File: config.mk
export PLATFORM = sky130hd
export DESIGN_NAME = gamepad_typematic_repeat_core
export DESIGN_NICKNAME = d
export VERILOG_FILES = /design/src/sv/gtr_pkg.sv /design/src/sv/gtr_axis_class.sv /design/src/sv/gtr_lane.sv /design/src/sv/gamepad_typematic_repeat_core.sv
export SDC_FILE = /design/constraint.sdc
export NUM_CORES = 2
export LEC_CHECK = 0
export BUFFER_PORTS_ARGS = -buffer_cell sky130_fd_sc_hd__clkbuf_2
export CAP_MARGIN = 10
export CORE_AREA = 2 2 540 595
export CTS_CLUSTER_SIZE = 16
export DETAILED_ROUTE_END_ITERATION = 7
export DIE_AREA = 0 0 542 597
export SYNTH_ARGS = -nofsm -noshare
export SYNTH_HDL_FRONTEND = slang
export SYNTH_SLANG_ARGS = --single-unit
File: constraint.sdc
create_clock -name clk_i -period 9.8 [get_ports clk_i]
set_input_delay 0 -clock clk_i [delete_from_list [all_inputs] [get_ports clk_i]]
set_output_delay 0 -clock clk_i [all_outputs]
set_load 0.02 [all_outputs]
File: src/sv/gtr_pkg.sv
// gtr_pkg: shared types and constants of the gamepad typematic repeat core
// beat structs for both channels, register codes and lane timing controls
// no dependencies
`default_nettype none

package gtr_pkg;

  localparam int unsigned NUM_BUTTONS   = 15;
  localparam int unsigned NUM_AXES      = 6;
  localparam int unsigned NUM_CHANNELS  = NUM_BUTTONS + NUM_AXES;
  localparam int unsigned TIME_BITS     = 32;
  localparam int unsigned AXIS_BITS     = 16;
  localparam int unsigned MS_BITS       = 16;
  localparam int unsigned DZ_BITS       = 15;
  localparam int unsigned APB_ADDR_BITS = 4;
  localparam int unsigned APB_DATA_BITS = 32;

  localparam logic [MS_BITS-1:0] DELAY_RESET    = 16'd500;
  localparam logic [MS_BITS-1:0] RATE_RESET     = 16'd100;
  localparam logic [DZ_BITS-1:0] DEADZONE_RESET = 15'd8000;

  typedef enum logic [1:0] {
    REG_DELAY    = 2'd0,
    REG_RATE     = 2'd1,
    REG_DEADZONE = 2'd2
  } reg_idx_e;

  typedef struct packed {
    logic [NUM_BUTTONS-1:0]      button_bits;
    logic signed [AXIS_BITS-1:0] axis_raw_0;
    logic signed [AXIS_BITS-1:0] axis_raw_1;
    logic signed [AXIS_BITS-1:0] axis_raw_2;
    logic signed [AXIS_BITS-1:0] axis_raw_3;
    logic signed [AXIS_BITS-1:0] axis_raw_4;
    logic signed [AXIS_BITS-1:0] axis_raw_5;
    logic                        menu_mode;
    logic [TIME_BITS-1:0]        now_ms;
  } in_beat_t;

  typedef struct packed {
    logic [NUM_BUTTONS-1:0]      button_fire;
    logic signed [AXIS_BITS-1:0] axis_out_0;
    logic signed [AXIS_BITS-1:0] axis_out_1;
    logic signed [AXIS_BITS-1:0] axis_out_2;
    logic signed [AXIS_BITS-1:0] axis_out_3;
    logic signed [AXIS_BITS-1:0] axis_out_4;
    logic signed [AXIS_BITS-1:0] axis_out_5;
  } out_beat_t;

  // per-poll controls shared by every lane
  typedef struct packed {
    logic                 update;
    logic                 menu;
    logic [TIME_BITS-1:0] now;
    logic [MS_BITS-1:0]   delay;
    logic [MS_BITS-1:0]   rate;
  } lane_ctrl_t;

endpackage

`default_nettype wire

File: src/sv/gtr_axis_class.sv
// gtr_axis_class: deadzone classifier of one axis into -1, 0 or +1
// depends on gtr_pkg
`default_nettype none

module gtr_axis_class
  import gtr_pkg::*;
(
  input  wire logic signed [AXIS_BITS-1:0] raw_i,
  input  wire logic [DZ_BITS-1:0]          deadzone_i,
  output logic signed [AXIS_BITS-1:0]      dir_o,
  output logic                             active_o
);

  logic signed [AXIS_BITS:0] v_ext;
  logic signed [AXIS_BITS:0] dz_pos;
  logic signed [AXIS_BITS:0] dz_neg;
  logic                      is_pos;
  logic                      is_neg;

  // one extra bit so that the most negative reading has its full magnitude
  assign v_ext  = {raw_i[AXIS_BITS-1], raw_i};
  assign dz_pos = $signed({2'b00, deadzone_i});
  assign dz_neg = (AXIS_BITS+1)'(0) - dz_pos;
  assign is_pos = v_ext > dz_pos;
  assign is_neg = v_ext < dz_neg;

  always_comb begin
    if (is_pos) begin
      dir_o = AXIS_BITS'(1);
    end else if (is_neg) begin
      dir_o = '1;
    end else begin
      dir_o = '0;
    end
  end

  assign active_o = is_pos | is_neg;

endmodule

`default_nettype wire

File: src/sv/gtr_lane.sv
// gtr_lane: repeat timer of one channel (press edge, delay, rate, release)
// depends on gtr_pkg
`default_nettype none

module gtr_lane
  import gtr_pkg::*;
(
  input  wire logic       clk_i,
  input  wire logic       rst_ni,
  input  wire lane_ctrl_t ctrl_i,
  input  wire logic       menu_active_i,
  input  wire logic       pass_active_i,
  output logic            fire_o
);

  logic                 was_active_q, was_active_d;
  logic                 repeating_q, repeating_d;
  logic [TIME_BITS-1:0] ref_time_q, ref_time_d;
  logic [TIME_BITS-1:0] elapsed;
  logic [MS_BITS-1:0]   limit;

  // wraps modulo the timestamp width
  assign elapsed = ctrl_i.now - ref_time_q;
  assign limit   = repeating_q ? ctrl_i.rate : ctrl_i.delay;

  always_comb begin
    was_active_d = was_active_q;
    repeating_d  = repeating_q;
    ref_time_d   = ref_time_q;
    fire_o       = 1'b0;
    if (!ctrl_i.menu) begin
      was_active_d = pass_active_i;
      repeating_d  = 1'b0;
      ref_time_d   = ctrl_i.now;
    end else if (!menu_active_i) begin
      was_active_d = 1'b0;
      repeating_d  = 1'b0;
      ref_time_d   = ctrl_i.now;
    end else if (!was_active_q) begin
      fire_o       = 1'b1;
      was_active_d = 1'b1;
      repeating_d  = 1'b0;
      ref_time_d   = ctrl_i.now;
    end else if (elapsed >= TIME_BITS'(limit)) begin
      fire_o      = 1'b1;
      repeating_d = 1'b1;
      ref_time_d  = ctrl_i.now;
    end
  end

  always_ff @(posedge clk_i or negedge rst_ni) begin
    if (!rst_ni) begin
      was_active_q <= 1'b0;
      repeating_q  <= 1'b0;
      ref_time_q   <= '0;
    end else if (ctrl_i.update) begin
      was_active_q <= was_active_d;
      repeating_q  <= repeating_d;
      ref_time_q   <= ref_time_d;
    end
  end

endmodule

`default_nettype wire

File: src/sv/gamepad_typematic_repeat_core.sv
// gamepad_typematic_repeat_core: typematic repeat and axis deadzone for one poll per beat
// a result beat is registered in the output register, or in the skid entry while output stalls
// throughput: one poll per cycle while the skid entry is empty; all 21 channel lanes update in parallel at acceptance
// a two-entry output (register plus skid) lets input run while output stalls one beat
// reset: async active low; clears lane state, registers to 500/100/8000, output empty
// depends on gtr_pkg, gtr_lane, gtr_axis_class
`default_nettype none

module gamepad_typematic_repeat_core
  import gtr_pkg::*;
(
  input  wire logic                     clk_i,
  input  wire logic                     rst_ni,
  // poll channel
  input  wire logic                     in_valid_i,
  output logic                          in_stall_o,
  input  wire in_beat_t                 in_data_i,
  // result channel
  output logic                          out_valid_o,
  input  wire logic                     out_stall_i,
  output out_beat_t                     out_data_o,
  // configuration port
  input  wire logic                     psel,
  input  wire logic                     penable,
  input  wire logic                     pwrite,
  input  wire logic [APB_ADDR_BITS-1:0] paddr,
  input  wire logic [APB_DATA_BITS-1:0] pwdata,
  output logic [APB_DATA_BITS-1:0]      prdata,
  output logic                          pready
);

  // ---------------------------------------------------------------------------
  // configuration registers
  // ---------------------------------------------------------------------------
  logic [MS_BITS-1:0] delay_q;
  logic [MS_BITS-1:0] rate_q;
  logic [DZ_BITS-1:0] deadzone_q;
  logic               cfg_write;
  reg_idx_e           cfg_idx;

  assign pready    = 1'b1;
  assign cfg_write = psel & penable & pwrite;
  // word addressing, byte offset ignored
  assign cfg_idx   = reg_idx_e'(paddr[3:2]);

  always_ff @(posedge clk_i or negedge rst_ni) begin
    if (!rst_ni) begin
      delay_q    <= DELAY_RESET;
      rate_q     <= RATE_RESET;
      deadzone_q <= DEADZONE_RESET;
    end else if (cfg_write) begin
      case (cfg_idx)
        REG_DELAY:    delay_q    <= pwdata[MS_BITS-1:0];
        REG_RATE:     rate_q     <= pwdata[MS_BITS-1:0];
        REG_DEADZONE: deadzone_q <= pwdata[DZ_BITS-1:0];
        default:      ;  // unmapped register, write dropped
      endcase
    end
  end

  always_comb begin
    case (cfg_idx)
      REG_DELAY:    prdata = APB_DATA_BITS'(delay_q);
      REG_RATE:     prdata = APB_DATA_BITS'(rate_q);
      REG_DEADZONE: prdata = APB_DATA_BITS'(deadzone_q);
      default:      prdata = '0;
    endcase
  end

  // ---------------------------------------------------------------------------
  // input acceptance and shared lane controls
  // ---------------------------------------------------------------------------
  logic       in_accept;
  lane_ctrl_t ctrl;

  assign in_accept   = in_valid_i & ~in_stall_o;
  assign ctrl.update = in_accept;
  assign ctrl.menu   = in_data_i.menu_mode;
  assign ctrl.now    = in_data_i.now_ms;
  assign ctrl.delay  = delay_q;
  assign ctrl.rate   = rate_q;

  // ---------------------------------------------------------------------------
  // axis classification, one classifier per axis
  // ---------------------------------------------------------------------------
  logic signed [AXIS_BITS-1:0] axis_raw [NUM_AXES];
  logic signed [AXIS_BITS-1:0] axis_dir [NUM_AXES];
  logic [NUM_AXES-1:0]         axis_menu_act;
  logic [NUM_AXES-1:0]         axis_pass_act;

  assign axis_raw[0] = in_data_i.axis_raw_0;
  assign axis_raw[1] = in_data_i.axis_raw_1;
  assign axis_raw[2] = in_data_i.axis_raw_2;
  assign axis_raw[3] = in_data_i.axis_raw_3;
  assign axis_raw[4] = in_data_i.axis_raw_4;
  assign axis_raw[5] = in_data_i.axis_raw_5;

  for (genvar a = 0; a < NUM_AXES; a++) begin : g_axis
    gtr_axis_class u_class (
      .raw_i      (axis_raw[a]),
      .deadzone_i (deadzone_q),
      .dir_o      (axis_dir[a]),
      .active_o   (axis_menu_act[a])
    );
    // in pass-through any nonzero reading counts as held
    assign axis_pass_act[a] = |axis_raw[a];
  end

  // ---------------------------------------------------------------------------
  // channel lanes: buttons first, then axes
  // ---------------------------------------------------------------------------
  logic [NUM_CHANNELS-1:0] menu_act;
  logic [NUM_CHANNELS-1:0] pass_act;
  logic [NUM_CHANNELS-1:0] fire;

  assign menu_act = {axis_menu_act, in_data_i.button_bits};
  assign pass_act = {axis_pass_act, in_data_i.button_bits};

  for (genvar c = 0; c < NUM_CHANNELS; c++) begin : g_lane
    gtr_lane u_lane (
      .clk_i         (clk_i),
      .rst_ni        (rst_ni),
      .ctrl_i        (ctrl),
      .menu_active_i (menu_act[c]),
      .pass_active_i (pass_act[c]),
      .fire_o        (fire[c])
    );
  end

  // ---------------------------------------------------------------------------
  // merge: build the result beat from lane fire bits and classifier outputs
  // ---------------------------------------------------------------------------
  logic signed [AXIS_BITS-1:0] axis_res [NUM_AXES];
  out_beat_t                   res_beat;

  for (genvar a = 0; a < NUM_AXES; a++) begin : g_merge
    // menu mode shows the direction only on a firing poll
    assign axis_res[a] = !in_data_i.menu_mode ? axis_raw[a] :
                         fire[NUM_BUTTONS + a] ? axis_dir[a] : '0;
  end

  // pass-through fire bits equal the raw levels
  assign res_beat.button_fire = in_data_i.menu_mode ? fire[NUM_BUTTONS-1:0]
                                                    : in_data_i.button_bits;
  assign res_beat.axis_out_0  = axis_res[0];
  assign res_beat.axis_out_1  = axis_res[1];
  assign res_beat.axis_out_2  = axis_res[2];
  assign res_beat.axis_out_3  = axis_res[3];
  assign res_beat.axis_out_4  = axis_res[4];
  assign res_beat.axis_out_5  = axis_res[5];

  // ---------------------------------------------------------------------------
  // output register with skid entry
  // ---------------------------------------------------------------------------
  logic      out_valid_q, out_valid_d;
  logic      skid_valid_q, skid_valid_d;
  out_beat_t out_data_q, out_data_d;
  out_beat_t skid_data_q, skid_data_d;
  logic      out_take;

  assign out_take   = out_valid_q & ~out_stall_i;
  // input stalls only while the skid entry holds a beat
  assign in_stall_o = skid_valid_q;

  always_comb begin
    out_valid_d  = out_valid_q;
    out_data_d   = out_data_q;
    skid_valid_d = skid_valid_q;
    skid_data_d  = skid_data_q;
    if (in_accept) begin
      if (!out_valid_q || out_take) begin
        out_valid_d = 1'b1;
        out_data_d  = res_beat;
      end else begin
        skid_valid_d = 1'b1;
        skid_data_d  = res_beat;
      end
    end else if (out_take) begin
      if (skid_valid_q) begin
        out_data_d   = skid_data_q;
        skid_valid_d = 1'b0;
      end else begin
        out_valid_d = 1'b0;
      end
    end
  end

  always_ff @(posedge clk_i or negedge rst_ni) begin
    if (!rst_ni) begin
      out_valid_q  <= 1'b0;
      skid_valid_q <= 1'b0;
    end else begin
      out_valid_q  <= out_valid_d;
      skid_valid_q <= skid_valid_d;
    end
  end

  always_ff @(posedge clk_i) begin
    out_data_q  <= out_data_d;
    skid_data_q <= skid_data_d;
  end

  assign out_valid_o = out_valid_q;
  assign out_data_o  = out_data_q;

endmodule

`default_nettype wire

==> key figures <==
Status
  • Status: finished, final reports clean

Synthesis
  • Sequential cell area fraction in the yosys report: 27.2%
  • Mean cell area of the mapped netlist: 8.66 sq um
  • Post-synthesis cell count: 10,965
  • Post-Syn Area: 0.0949 sq mm
  • Count of flip-flops with a built-in enable after synthesis: 222
  • Cell variety after synth: 95
  • Synth warn: 0
  • Most frequently used flop master after synthesis: sky130_fd_sc_hd__dfrtp_1
  • Flip-flop and latch count after synthesis: 985
  • Ys async rst share: 77.5%

Clock tree
  • Clock Sinks: 985
  • Clock transition time at the flip-flop clock pins of the worst setup and hold paths: 60 ps
  • Clock tree from TritonCTS: built
  • Clk_lat worst skew: 840 ps
  • H-Tree Depth: 4
  • Root buf cell: sky130_fd_sc_hd__clkbuf_16
  • Setup Buffers After CTS: 0
  • Number of buffers on the longest clock path: 4
  • Clock buffers created by TritonCTS: 142

STA
  • Actual transition at the worst max-transition pin: 1200 ps
  • Final setup violation count: 0
  • Hold Fails Final Rpt: 0
  • Final clock skew: 65.2 ps
  • Relative max-transition margin: 19.6%
  • RSZ-0062 raised after global routing: no
  • Least setup slack across all paths after layout: 3070 ps
  • Shortest period the worst path allows: 6730 ps
  • Number of slew-limit violations in the final report: 0
  • Peak clock frequency supported by timing: 0.149 GHz
  • Final TNS setup: 0 ps
  • Final worst path period share: 68.7%

Die
  • Initial core utilization: 29.9%
  • Die height: 597 microns
  • Area of the die: 0.324 sq mm
  • Std-Cell Rows: 217
  • Core box area: 0.317 sq mm
  • Die X: 542 microns
  • I/O pin cnt: 333

Setup path
  • Worst endpoint data arrival time: 7440 ps
  • Kind of end point of the critical path: flop
  • Crit-path max FO: 33
  • Nature of the critical path startpoint: input port
  • Category of the most critical setup path: input port to flop
  • Required time of the critical path: 10,510 ps
  • Number of cells traversed by the worst register-to-register path: 21
  • Crit Reg-Reg Endpoint: g_lane[5].u_lane.ref_time_q[7]$_DFFE_PN0P_
  • Beginning of the worst register-to-register path: g_lane[5].u_lane.ref_time_q[0]$_DFFE_PN0P_
  • R2R Setup Slk: 3230 ps

Final layout
  • Number of standard cells in the final layout excluding fillers: 15,472
  • Leading cell type in the layout, fill and taps excluded: sky130_fd_sc_hd__ha_1
  • Filler Cell Count: 32,943
  • Post-synthesis to final-layout area growth: 13.2%
  • Area occupied by multi-input gates: 0.0639 sq mm
  • Commonest non-fill, non-tap cells in the layout: 1,168 x sky130_fd_sc_hd__ha_1, 1,003 x sky130_fd_sc_hd__nand2_1, 870 x sky130_fd_sc_hd__a21oi_1
  • Register cell area after layout: 0.0258 sq mm
  • Share of post-route cells with drive strength above 1: 13.1%
  • # nets final: 12,578

Routing
  • First-pass iteration count of the detailed router: 6
  • Sum of routed wire length over all layers: 333 mm
  • Number of vias in the routed layout: 84,753
  • Iteration-0 DRC Markers: 6,252
  • Count of antenna-violating nets left after detailed routing: 0
  • DRC violation count after routing: 0
  • Per-cell routed wire length: 21.6 microns
  • Average via count per standard cell: 5.48

Placement
  • Weighted congestion at the end of routability-driven global placement: 0.946
  • Post-detail-place hpwl: 243 mm
  • Pre-CTS setup slack: 2580 ps
  • Instance count after placement with tap cells included: 15,040
  • Count of buffers from port buffering: 297

Global routing
  • Number of global-route vias before repair: 81,376
  • GRT overflow: 0
  • Number of antenna violations at the first check in global routing: 38
  • Aggregate global-route resource usage: 20.0%
  • Pin count of the biggest net entering global routing: 173
  • Wire length of the first global-routing pass: 502 mm

Min path
  • Worst hold stages: 4
  • Startpoint of the most critical hold path: in_data_i[137]
  • Worst Hold End: g_lane[8].u_lane.repeating_q$_DFFE_PN0P_
  • Min-delay worst type: input port to flop

Power
  • Overall power consumption: 38,300 uW
  • Peak supply drop: 148 uV
  • Static leakage power: 0.0476 uW
  • PwrDens: 356 mW/mm^2

Flow run
  • Number of violations of the max-capacitance limit: 0
[cell usage after synthesis, types with 49 or more instances]
library cell | n | area, sq um
sky130_fd_sc_hd__a21oi_1 | 874 | 4370
sky130_fd_sc_hd__nand3_1 | 187 | 936
sky130_fd_sc_hd__o2111ai_1 | 49 | 429
sky130_fd_sc_hd__o21bai_1 | 97 | 728
sky130_fd_sc_hd__mux2_2 | 646 | 7270
sky130_fd_sc_hd__nor2b_1 | 120 | 751
sky130_fd_sc_hd__clkbuf_1 | 498 | 1870
sky130_fd_sc_hd__o211ai_1 | 144 | 1080
sky130_fd_sc_hd__nand2_1 | 1003 | 3760
sky130_fd_sc_hd__a31oi_1 | 157 | 982
sky130_fd_sc_hd__edfxtp_1 | 222 | 6670
sky130_fd_sc_hd__inv_1 | 855 | 3210
sky130_fd_sc_hd__o21a_1 | 156 | 1170
sky130_fd_sc_hd__and3_1 | 64 | 400
sky130_fd_sc_hd__nor4_1 | 98 | 613
sky130_fd_sc_hd__nand2b_1 | 106 | 663
sky130_fd_sc_hd__mux2i_1 | 395 | 3950
sky130_fd_sc_hd__o22ai_1 | 61 | 382
sky130_fd_sc_hd__nor2_1 | 579 | 2170
sky130_fd_sc_hd__nand4_1 | 246 | 1540
sky130_fd_sc_hd__nor3_1 | 163 | 816
sky130_fd_sc_hd__a21o_1 | 289 | 2170
sky130_fd_sc_hd__o31ai_1 | 55 | 413
sky130_fd_sc_hd__xnor2_1 | 277 | 2430
sky130_fd_sc_hd__a211oi_1 | 105 | 788
sky130_fd_sc_hd__dfrtp_1 | 748 | 18700
sky130_fd_sc_hd__and2_1 | 49 | 307
sky130_fd_sc_hd__ha_1 | 1168 | 14600
sky130_fd_sc_hd__xor2_1 | 175 | 1530
sky130_fd_sc_hd__o21ai_0 | 598 | 2990
[cells by family (layout without fill, tap and decap cells)]
kind of cell | Yosys count | count (layout) | share of synthesized area, %
AND/OR/NAND/NOR | 2860 | 2860 | 14.6
flip-flops | 985 | 985 | 27.2
multiplexers | 1069 | 1069 | 12.3
buffers and inverters | 1415 | 1734 | 5.74
other | 2 | 29 | 0.00791
XOR/XNOR | 452 | 452 | 4.17
AO/OA/AOI/OAI | 2993 | 2993 | 20.2
adder cells (fa/ha/maj) | 1189 | 1189 | 15.8
[how the worst max path moves through the flow]
stage                                      start                                      endpoint  depth (start not counted)
after floorplan           in_stall_o$_DFFE_PN0P_                       out_data_o[0]$_DFFE_PP_                          6
after global placement              in_data_i[0]    g_lane[3].u_lane.ref_time_q[0]$_DFFE_PN0P_                         25
after detailed placement            in_data_i[0]   g_lane[3].u_lane.ref_time_q[16]$_DFFE_PN0P_                         25
after CTS                           in_data_i[1]  g_lane[15].u_lane.ref_time_q[31]$_DFFE_PN0P_                         23
after global routing                in_data_i[1]   g_lane[2].u_lane.ref_time_q[14]$_DFFE_PN0P_                         24
final                               in_data_i[1]   g_lane[15].u_lane.ref_time_q[0]$_DFFE_PN0P_                         23
[through the flow]
step / instance area (sq um) / utilization (%) / hold WS [ps]
4_1_cts: 107000 / 33.9 / 0.460
3_5_place_dp: 101000 / 31.9 / -2.33
3_3_place_gp: 101000 / 31.9 / 0.626
6_report: 107000 / 33.9 / 61.7
5_1_grt: 107000 / 33.9 / 58.2
2_1_floorplan: 95000 / - / -296
[worst max-delay path, stage by stage]
cell and delay [ps]:
sky130_fd_sc_hd__dlygate4sd3_1 610, sky130_fd_sc_hd__buf_4 430, sky130_fd_sc_hd__inv_2 480, sky130_fd_sc_hd__fa_1 590, sky130_fd_sc_hd__nand2b_1 180, sky130_fd_sc_hd__a21oi_1 270, sky130_fd_sc_hd__o21a_1 220, sky130_fd_sc_hd__nor2_1 80
sky130_fd_sc_hd__o21ai_0 210, sky130_fd_sc_hd__xor2_1 180, sky130_fd_sc_hd__ha_1 270, sky130_fd_sc_hd__and4_1 240, sky130_fd_sc_hd__nand3_1 160, sky130_fd_sc_hd__nand3_1 90, sky130_fd_sc_hd__or4_1 450, sky130_fd_sc_hd__or4_1 500
sky130_fd_sc_hd__nor4_1 290, sky130_fd_sc_hd__nand4_1 120, sky130_fd_sc_hd__a311o_1 330, sky130_fd_sc_hd__or4_4 450, sky130_fd_sc_hd__o31ai_4 220, sky130_fd_sc_hd__buf_4 540, sky130_fd_sc_hd__mux2_2 410
[repair_timing]
item | in CTS | in global routing
hold buffers | 179 | 0
gates resized for setup | 0 | 0
endpoints found under the hold margin | 910 | 0
[power breakdown]
group | leakage, uW | internal (uW) | switching, uW | total [uW]
Sequential | 0.0110 | 6110 | 1120 | 7230
Clock | 0.00220 | 3100 | 2060 | 5160
Combinational | 0.0344 | 10800 | 15100 | 25900
Total | 0.0476 | 20000 | 18200 | 38300
[sequential cells by signal (all words and copies together) (netlist names)]
signal                      flops
out_data_o                    111
in_stall_o                      1
delay_q                        16
rate_q                         16
g_lane.u_lane.ref_time_q      672
g_lane.u_lane.was_active_q     21
g_lane.u_lane.repeating_q      21
skid_data_q                   111
deadzone_q                     15
out_valid_o                     1
[metal layers]
metal,track usage (%),share of wire (%),wire length [microns],vias to the layer above
li1,-,-,-,40751
met1,26.1,44,145000,40827
met2,33.0,46,152000,2547
met3,2.60,6.0,20100,614
met4,8.62,4.7,15800,14
met5,0,0.028,92,-
[cell type report]
type	count	area share [%]
Antenna cell	12	0.0280
Clock buffer	188	3.66
Clock inverter	53	0.543
Inverter	855	2.99
Multi-Input combinational cell	8580	59.5
Sequential cell	985	24.0
Tap cell	4161	4.85
Timing Repair Buffer	638	4.37
No activity file was read; power rests on OpenSTA's default activity.
